`config.mk`:
```
export PLATFORM = sky130hd
export DESIGN_NAME = systematic_resampler
export DESIGN_NICKNAME = d
export VERILOG_FILES = /design/src/hw/rtl/rsmp_pkg.sv /design/src/hw/rtl/rsmp_front.sv /design/src/hw/rtl/rsmp_back.sv /design/src/hw/rtl/systematic_resampler.sv
export SDC_FILE = /design/constraint.sdc
export NUM_CORES = 1
export LEC_CHECK = 0
export BUFFER_PORTS_ARGS = -buffer_cell sky130_fd_sc_hd__buf_2
export CAP_MARGIN = 20
export CORE_ASPECT_RATIO = 0.5
export CORE_MARGIN = 8
export CORE_UTILIZATION = 54
export CTS_BUF_LIST = sky130_fd_sc_hd__clkbuf_4 sky130_fd_sc_hd__clkbuf_8 sky130_fd_sc_hd__clkbuf_16
export CTS_CLUSTER_SIZE = 14
export DETAILED_ROUTE_END_ITERATION = 8
export PLACE_DENSITY = 0.74
export SLEW_MARGIN = 20
export SYNTH_ARGS = -nofsm -noshare
export SYNTH_HDL_FRONTEND = slang
export SYNTH_SLANG_ARGS = --single-unit
```
`constraint.sdc`:
```
create_clock -name clock -period 8.1 [get_ports clock]
set_input_delay 1.62 -clock clock [delete_from_list [all_inputs] [get_ports clock]]
set_output_delay 1.62 -clock clock [all_outputs]
set_load 0.01 [all_outputs]
```
`src/hw/rtl/rsmp_pkg.sv`:
```
package rsmp_pkg;

   localparam int MAX_PARTICLES = 1024;
   localparam int WEIGHT_BITS   = 16;

   localparam int IDX_W   = $clog2(MAX_PARTICLES);
   localparam int CNT_W   = 11;
   localparam int SUM_W   = 27;
   localparam int PROD_W  = SUM_W + CNT_W;
   localparam int REACH_W = PROD_W - WEIGHT_BITS + 1;

   localparam logic [CNT_W-1:0] COUNT_RESET = CNT_W'(1024);
   localparam logic [SUM_W-1:0] SUM_MAX     = {SUM_W{1'b1}};

   localparam int QUEUE_DEPTH = 2;
   localparam int QUEUE_AW    = $clog2(QUEUE_DEPTH);

   typedef struct packed {
      logic [WEIGHT_BITS-1:0] weight;
      logic [WEIGHT_BITS-1:0] start_offset;
      logic                   first;
      logic                   last;
   } req_type;

   typedef struct packed {
      logic [IDX_W-1:0] particle_index;
      logic [CNT_W-1:0] copy_count;
      logic             shortfall;
      logic             last_out;
   } rsp_type;

   typedef enum logic [1:0] {
      ST_IDLE,
      ST_MUL,
      ST_DONE
   } state_type;

endpackage

```
`src/hw/rtl/rsmp_front.sv`:
```
module rsmp_front (
   input  logic              clock,
   input  logic              reset,
   input  logic              req_valid,
   output logic              req_stall,
   input  rsmp_pkg::req_type req_data,
   output logic              q_valid,
   output rsmp_pkg::req_type q_data,
   input  logic              q_pop
);

   rsmp_pkg::req_type                  mem_ff [rsmp_pkg::QUEUE_DEPTH];
   logic [rsmp_pkg::QUEUE_AW-1:0]      wr_ptr_ff, wr_ptr_in;
   logic [rsmp_pkg::QUEUE_AW-1:0]      rd_ptr_ff, rd_ptr_in;
   logic [rsmp_pkg::QUEUE_AW:0]        fill_ff, fill_in;
   logic                               push;
   logic                               pop;

   assign req_stall = (fill_ff == (rsmp_pkg::QUEUE_AW+1)'(rsmp_pkg::QUEUE_DEPTH));
   assign push      = req_valid && !req_stall;
   assign q_valid   = (fill_ff != '0);
   assign pop       = q_pop && q_valid;
   assign q_data    = mem_ff[rd_ptr_ff];

   always_comb begin
      wr_ptr_in = push ? wr_ptr_ff + rsmp_pkg::QUEUE_AW'(1) : wr_ptr_ff;
      rd_ptr_in = pop ? rd_ptr_ff + rsmp_pkg::QUEUE_AW'(1) : rd_ptr_ff;
      fill_in   = fill_ff;
      if (push && !pop) begin
         fill_in = fill_ff + (rsmp_pkg::QUEUE_AW+1)'(1);
      end else if (pop && !push) begin
         fill_in = fill_ff - (rsmp_pkg::QUEUE_AW+1)'(1);
      end
   end

   always_ff @(posedge clock) begin
      if (reset) begin
         wr_ptr_ff <= '0;
         rd_ptr_ff <= '0;
         fill_ff   <= '0;
      end else begin
         wr_ptr_ff <= wr_ptr_in;
         rd_ptr_ff <= rd_ptr_in;
         fill_ff   <= fill_in;
      end
   end

   always_ff @(posedge clock) begin
      if (push) begin
         mem_ff[wr_ptr_ff] <= req_data;
      end
   end

endmodule

```
`src/hw/rtl/rsmp_back.sv`:
```
module rsmp_back (
   input  logic                           clock,
   input  logic                           reset,
   input  logic [rsmp_pkg::CNT_W-1:0]     draw_total,
   input  logic                           q_valid,
   input  rsmp_pkg::req_type              q_data,
   output logic                           q_pop,
   output logic                           rsp_valid,
   input  logic                           rsp_stall,
   output rsmp_pkg::rsp_type              rsp_data
);

   rsmp_pkg::state_type                    state_ff, state_in;

   logic [rsmp_pkg::SUM_W-1:0]             sum_ff, sum_in;
   logic [rsmp_pkg::CNT_W-1:0]             draw_ff, draw_in;
   logic [rsmp_pkg::IDX_W-1:0]             pos_ff, pos_in;
   logic [rsmp_pkg::WEIGHT_BITS-1:0]       offset_ff, offset_in;
   logic [rsmp_pkg::IDX_W-1:0]             cur_pos_ff, cur_pos_in;
   logic                                   cur_last_ff;
   logic [rsmp_pkg::PROD_W-1:0]            prod_ff;
   logic                                   rsp_valid_ff, rsp_valid_in;
   rsmp_pkg::rsp_type                      rsp_data_ff, rsp_data_in;

   logic                                   out_free;
   logic                                   load;
   logic                                   out_write;
   logic [rsmp_pkg::SUM_W:0]               sum_wide;
   logic [rsmp_pkg::SUM_W-1:0]             sum_base;
   logic [rsmp_pkg::IDX_W:0]               pos_next;
   logic [rsmp_pkg::PROD_W-1:0]            diff;
   logic [rsmp_pkg::REACH_W-1:0]           reach;
   logic [rsmp_pkg::CNT_W-1:0]             served;
   logic [rsmp_pkg::CNT_W-1:0]             draw_upd;
   logic [rsmp_pkg::CNT_W-1:0]             count;
   logic                                   shortfall;

   assign out_free = !rsp_valid_ff || !rsp_stall;

   // next state
   always_comb begin
      state_in = state_ff;
      case (state_ff)
         rsmp_pkg::ST_IDLE: begin
            if (q_valid) state_in = rsmp_pkg::ST_MUL;
         end
         rsmp_pkg::ST_MUL: begin
            state_in = rsmp_pkg::ST_DONE;
         end
         rsmp_pkg::ST_DONE: begin
            if (out_free) state_in = q_valid ? rsmp_pkg::ST_MUL : rsmp_pkg::ST_IDLE;
         end
         default: begin
            state_in = rsmp_pkg::ST_IDLE;
         end
      endcase
   end

   // outputs
   always_comb begin
      load      = 1'b0;
      out_write = 1'b0;
      case (state_ff)
         rsmp_pkg::ST_IDLE: begin
            load = q_valid;
         end
         rsmp_pkg::ST_MUL: begin
            load = 1'b0;
         end
         rsmp_pkg::ST_DONE: begin
            out_write = out_free;
            load      = out_free && q_valid;
         end
         default: begin
            load      = 1'b0;
            out_write = 1'b0;
         end
      endcase
   end

   assign q_pop = load;

   // load: restart the pass on first, then saturate the weight sum
   always_comb begin
      sum_base  = q_data.first ? '0 : sum_ff;
      sum_wide  = {1'b0, sum_base} + (rsmp_pkg::SUM_W+1)'(q_data.weight);
      cur_pos_in = q_data.first ? '0 : pos_ff;
      pos_next  = {1'b0, cur_pos_in} + (rsmp_pkg::IDX_W+1)'(1);
      sum_in    = sum_ff;
      offset_in = offset_ff;
      pos_in    = pos_ff;
      if (load) begin
         sum_in    = sum_wide[rsmp_pkg::SUM_W] ? rsmp_pkg::SUM_MAX
                                               : sum_wide[rsmp_pkg::SUM_W-1:0];
         offset_in = q_data.first ? q_data.start_offset : offset_ff;
         pos_in    = (pos_next >= (rsmp_pkg::IDX_W+1)'(rsmp_pkg::MAX_PARTICLES))
                     ? '0 : pos_next[rsmp_pkg::IDX_W-1:0];
      end
   end

   // finish: count thresholds at or below sum*n, capped at n
   always_comb begin
      diff  = prod_ff - rsmp_pkg::PROD_W'(offset_ff);
      reach = (prod_ff >= rsmp_pkg::PROD_W'(offset_ff))
              ? (rsmp_pkg::REACH_W'(diff[rsmp_pkg::PROD_W-1:rsmp_pkg::WEIGHT_BITS])
                 + rsmp_pkg::REACH_W'(1)) : '0;
      served = (reach < rsmp_pkg::REACH_W'(draw_total))
               ? reach[rsmp_pkg::CNT_W-1:0] : draw_total;
      if (served > draw_ff) begin
         count    = served - draw_ff;
         draw_upd = served;
      end else begin
         count    = '0;
         draw_upd = draw_ff;
      end
      shortfall = cur_last_ff && (draw_upd < draw_total);

      draw_in = draw_ff;
      if (out_write) draw_in = draw_upd;
      if (load && q_data.first) draw_in = '0;

      rsp_data_in.particle_index = cur_pos_ff;
      rsp_data_in.copy_count     = count;
      rsp_data_in.shortfall      = shortfall;
      rsp_data_in.last_out       = cur_last_ff;

      rsp_valid_in = rsp_valid_ff;
      if (out_write) begin
         rsp_valid_in = 1'b1;
      end else if (!rsp_stall) begin
         rsp_valid_in = 1'b0;
      end
   end

   always_ff @(posedge clock) begin
      if (reset) begin
         state_ff     <= rsmp_pkg::ST_IDLE;
         sum_ff       <= '0;
         draw_ff      <= '0;
         pos_ff       <= '0;
         offset_ff    <= '0;
         rsp_valid_ff <= 1'b0;
      end else begin
         state_ff     <= state_in;
         sum_ff       <= sum_in;
         draw_ff      <= draw_in;
         pos_ff       <= pos_in;
         offset_ff    <= offset_in;
         rsp_valid_ff <= rsp_valid_in;
      end
   end

   always_ff @(posedge clock) begin
      if (load) begin
         cur_pos_ff  <= cur_pos_in;
         cur_last_ff <= q_data.last;
      end
      if (state_ff == rsmp_pkg::ST_MUL) begin
         prod_ff <= rsmp_pkg::PROD_W'(sum_ff) * rsmp_pkg::PROD_W'(draw_total);
      end
      if (out_write) begin
         rsp_data_ff <= rsp_data_in;
      end
   end

   assign rsp_valid = rsp_valid_ff;
   assign rsp_data  = rsp_data_ff;

endmodule

```
`src/hw/rtl/systematic_resampler.sv`:
```
// Systematic resampler: one result per request, copy counts by cross-multiplied thresholds.
// Each request passes from the request queue through the load step, the multiply state and
// the compare-and-count (done) state into the registered result. The back unit finishes one
// request before it loads the next; a 2-entry request queue decouples input from compute.
// Reset (synchronous, active high) empties the queue and output register, zeroes the
// running sum, draw index, particle position and offset, and sets the draw count to 1024.
module systematic_resampler (
   input  logic                       clock,
   input  logic                       reset,
   input  logic                       req_valid,
   output logic                       req_stall,
   input  rsmp_pkg::req_type          req_data,
   output logic                       rsp_valid,
   input  logic                       rsp_stall,
   output rsmp_pkg::rsp_type          rsp_data,
   input  logic                       csr_write_en,
   input  logic [rsmp_pkg::CNT_W-1:0] csr_write_data
);

   // number of draws per pass
   logic [rsmp_pkg::CNT_W-1:0] count_ff, count_in;

   logic              q_valid;
   logic              q_pop;
   rsmp_pkg::req_type q_data;

   // hold the register unless written
   assign count_in = csr_write_en ? csr_write_data : count_ff;

   always_ff @(posedge clock) begin
      if (reset) begin
         count_ff <= rsmp_pkg::COUNT_RESET;
      end else begin
         count_ff <= count_in;
      end
   end

   // front: accept requests and queue them
   rsmp_front u_front (
      .clock     (clock),
      .reset     (reset),
      .req_valid (req_valid),
      .req_stall (req_stall),
      .req_data  (req_data),
      .q_valid   (q_valid),
      .q_data    (q_data),
      .q_pop     (q_pop)
   );

   // back: advance running sum, multiply by draw count, then count served draws
   rsmp_back u_back (
      .clock      (clock),
      .reset      (reset),
      .draw_total (count_ff),
      .q_valid    (q_valid),
      .q_data     (q_data),
      .q_pop      (q_pop),
      .rsp_valid  (rsp_valid),
      .rsp_stall  (rsp_stall),
      .rsp_data   (rsp_data)
   );

endmodule

```
==> metrics.txt <==
total CTS buffers=23; Worst Setup Start Kind=flop; Diodes inserted=0; R2R Setup Slk=-290 ps; FP Rows=50; pwr dens=245.2 mW/mm2; Slew HR=32.14%; first-pass GRT wire length=80.61 mm; crit path to=u_back.rsp_data[1]$_DFFE_PP_; Post-CTS Hold Fix Bufs=0; Comb pwr share=49.2%; Port Buf Inserts=74; clk root buf=clkbuf_16; vias in the first global route=15450; Net Sw Frac=40.98%; FF-to-FF Start=u_back.prod_ff[13]$_DFFE_PN_; final worst slack=-286.3 ps; Post-Synthesis Cells=2118; Worst-path clk slew=70 ps; largest net degree at the start of global routing=54; leading area contributor after synthesis=fa_1; die area=0.04444 mm2; Synth top area share=22.28%; ys flop type=edfxtp_1; Avg WL per Cell=18.42 um; most used cell, CP=a21oi_2; Starting Density=54.54%; Mapped Avg Cell Area=9.586 um2; Syn Nets=2536; grt ovf=0; I/O pins=75; Post-route DRC=0; RD Place Congestion=0.9298; hpwl dp=37.70 mm; synth unique cells=86; Synth area leaders=fa_1, edfxtp_1, ha_1; WP data arrival=8790 ps; Hold Fails Final Rpt=0; initial DRC count=1313; reg2reg end=u_back.rsp_data[1]$_DFFE_PP_; crit-path max cell delay=420 ps; Ys Warns=0; status=finished, violations left; Max-Cap Viols=0; CTS tree=yes; Final min period=8386 ps; initial antenna violation count=0; Max VDD drop=196.3 uV; period utilisation layout=103.5%; CTS H-Tree Depth=1; DIE WIDTH=290.2 um; die height=153.1 um; CP Max Fanout=5; Worst Reg2Reg Path Length in Cells=48; #FFs+latches synth=223; Final Util=61.14%; worst skew pair latency=560 ps; Max Transition Viols Final=0; worst slew pin tran=1016 ps; Sequential Power Share=31.3%; Clock power frac=19.5%; Area after DPL=0.02162 mm2; vias per cell=5.629; Final Skew=33.40 ps; dpl cells=2674; unrepaired setup endpoints after global routing=true; fin nets=2641; Design Area, Final=0.02276 mm2; failing checks=negative setup slack; CP startpoint=u_back.prod_ff[13]$_DFFE_PN_; GRT Total Usage=22.09%; Psw=2287 uW; core area=0.03722 mm2; CP max-delay cell=a2111o_1; crit end category=flop; number of synthesized flops with an enable pin=140; Routed Antenna Nets=0; synthesized area=0.02030 mm2; Layout area overhead=12.09%; Leak Pwr=0.01007 uW; total clock sinks=223; clock tree buffer depth=3; Pint=3294 uW; post-synthesis sequential area ratio=28.89%; fraction of layout cells with a size suffix above 1=14.24%; commonest non-fill, non-tap cell in the layout=inv_1; tightest hold margin=419.0 ps; worst min-delay path category=flop to flop; ys async rst share=0%; Vias=15390; most frequent cells in the layout=inv_1, nand2_1, fa_1, edfxtp_1, ha_1; Pre-Repair DR Iteration Count=5; Req. time, crit path=8500 ps; Fillers=3014; Finish-stage setup viols=1; Post-Layout Cell Count=2734; WS Path Type=flop to flop; WL final=50.35 mm; Max Freq=119.2 MHz
[through the flow]
step / power (uW) / TNS [ps] / setup WS (ps)
after floorplan: 3499 / -203.5 / -203.5
after global placement: 4253 / -101.6 / -101.6
after detailed placement: 4313 / -416.7 / -416.7
after CTS: 5494 / -30.64 / -30.64
after global routing: 5973 / -699.9 / -699.9
final: 5581 / -286.3 / -286.3
[routing by layer]
layer | global-route usage, % | wire (um) | vias to the layer above
li1 | - | - | 7229
met4 | 5.177 | 1141 | 0
met5 | 0 | 0 | -
met3 | 4.048 | 4098 | 81
met2 | 35.56 | 22240 | 562
met1 | 30.90 | 22870 | 7519
[worst min path at each step]
stage	from	end	slack [ps]	depth (start not counted)
after CTS	u_back.cur_pos_ff[1]$_DFFE_PP_	u_back.rsp_data[14]$_DFFE_PP_	420	0
after detailed placement	u_back.cur_pos_ff[2]$_DFFE_PP_	u_back.rsp_data[15]$_DFFE_PP_	410	0
after floorplan	u_back.cur_pos_ff[0]$_DFFE_PP_	u_back.rsp_data[13]$_DFFE_PP_	400	0
after global placement	u_back.cur_pos_ff[7]$_DFFE_PP_	u_back.rsp_data[20]$_DFFE_PP_	400	0
after global routing	u_back.cur_pos_ff[9]$_DFFE_PP_	u_back.rsp_data[22]$_DFFE_PP_	420	0
final	u_back.cur_pos_ff[6]$_DFFE_PP_	u_back.rsp_data[19]$_DFFE_PP_	420	0
[layout make-up]
cell class	count	area (um2)	area share, %
repair buffers	177	1176	5.168
flip-flops and latches	223	5869	25.79
multi-input cells	1513	13260	58.28
clock inverters	13	116.4	0.5113
inverters	285	1070	4.701
clock buffers	29	645.6	2.837
well taps	494	618.1	2.716
[cell usage after synthesis (all sizes together), types with 4 or more instances]
| cell type | instances |
|---|---|
| fa | 226 |
| and3 | 12 |
| o21ai | 85 |
| nor4 | 8 |
| a31oi | 11 |
| nand3 | 33 |
| o31ai | 5 |
| o21a | 16 |
| xor2 | 18 |
| a211o | 5 |
| or2 | 10 |
| or3 | 10 |
| xnor2 | 55 |
| nand2 | 275 |
| clkbuf | 91 |
| o2111ai | 4 |
| nor2 | 120 |
| dfxtp | 83 |
| and2 | 126 |
| mux2i | 37 |
| a21oi | 105 |
| a22oi | 5 |
| nor3 | 27 |
| nand2b | 12 |
| a21boi | 5 |
| inv | 284 |
| mux2 | 22 |
| a211oi | 23 |
| nand4 | 23 |
| nor2b | 12 |
| a21o | 17 |
| o21bai | 9 |
| o211ai | 9 |
| edfxtp | 140 |
| buf | 6 |
| ha | 142 |
[timing repair]
| item | 4_1_cts | 5_1_grt |
|---|---|---|
| resized for setup | 17 | 30 |
| endpoints found under the setup margin | 1 | 11 |
| pin swaps | 24 | 21 |
| setup buffers | 12 | 4 |
[power groups by stage]
stage                     clock (uW)  sequential (uW)  combinational [uW]
after floorplan                    0             1640                1860
after global placement             0             1750                2500
after detailed placement           0             1760                2550
after CTS                       1110             1740                2640
after global routing            1150             1770                3060
final                           1090             1750                2740
[logic make-up after synthesis]
kind of cell / after synthesis / synth area share [%]
simple gates: 680 / 16.12
buf+inv: 382 / 7.130
fa+ha+maj: 368 / 31.03
compound gates: 333 / 10.61
flops: 223 / 28.89
xor+xnor: 73 / 3.149
mux: 59 / 3.063
[flip-flops by register name, indices dropped and copies added, names as in the netlist, named ones only]
| register | flops |
|---|---|
| u_back.cur_last_ff | 1 |
| u_back.draw_ff | 11 |
| u_front.wr_ptr_ff | 1 |
| u_back.prod_ff | 38 |
| u_front.rd_ptr_ff | 1 |
| u_back.rsp_valid | 1 |
| u_back.state_ff | 2 |
| u_back.pos_ff | 10 |
| count_ff | 11 |
| u_back.cur_pos_ff | 10 |
| u_front.fill_ff | 2 |
| u_back.offset_ff | 16 |
| u_back.sum_ff | 27 |
| u_front.mem_ff | 68 |
| u_back.rsp_data | 23 |
[worst max-delay path: cells and delay by family (launching register included)]
kind / cells / cell delay [ps]
and+or+nand+nor: 11 / 1180
muxes: 2 / 500
DFF: 1 / 410
adders and majority gates: 5 / 1270
xor gates and xnor gates: 1 / 220
buffers and inverters: 5 / 640
AOI/OAI and AO/OA: 24 / 4040
Note: power is estimated with default switching activity, not from simulation.
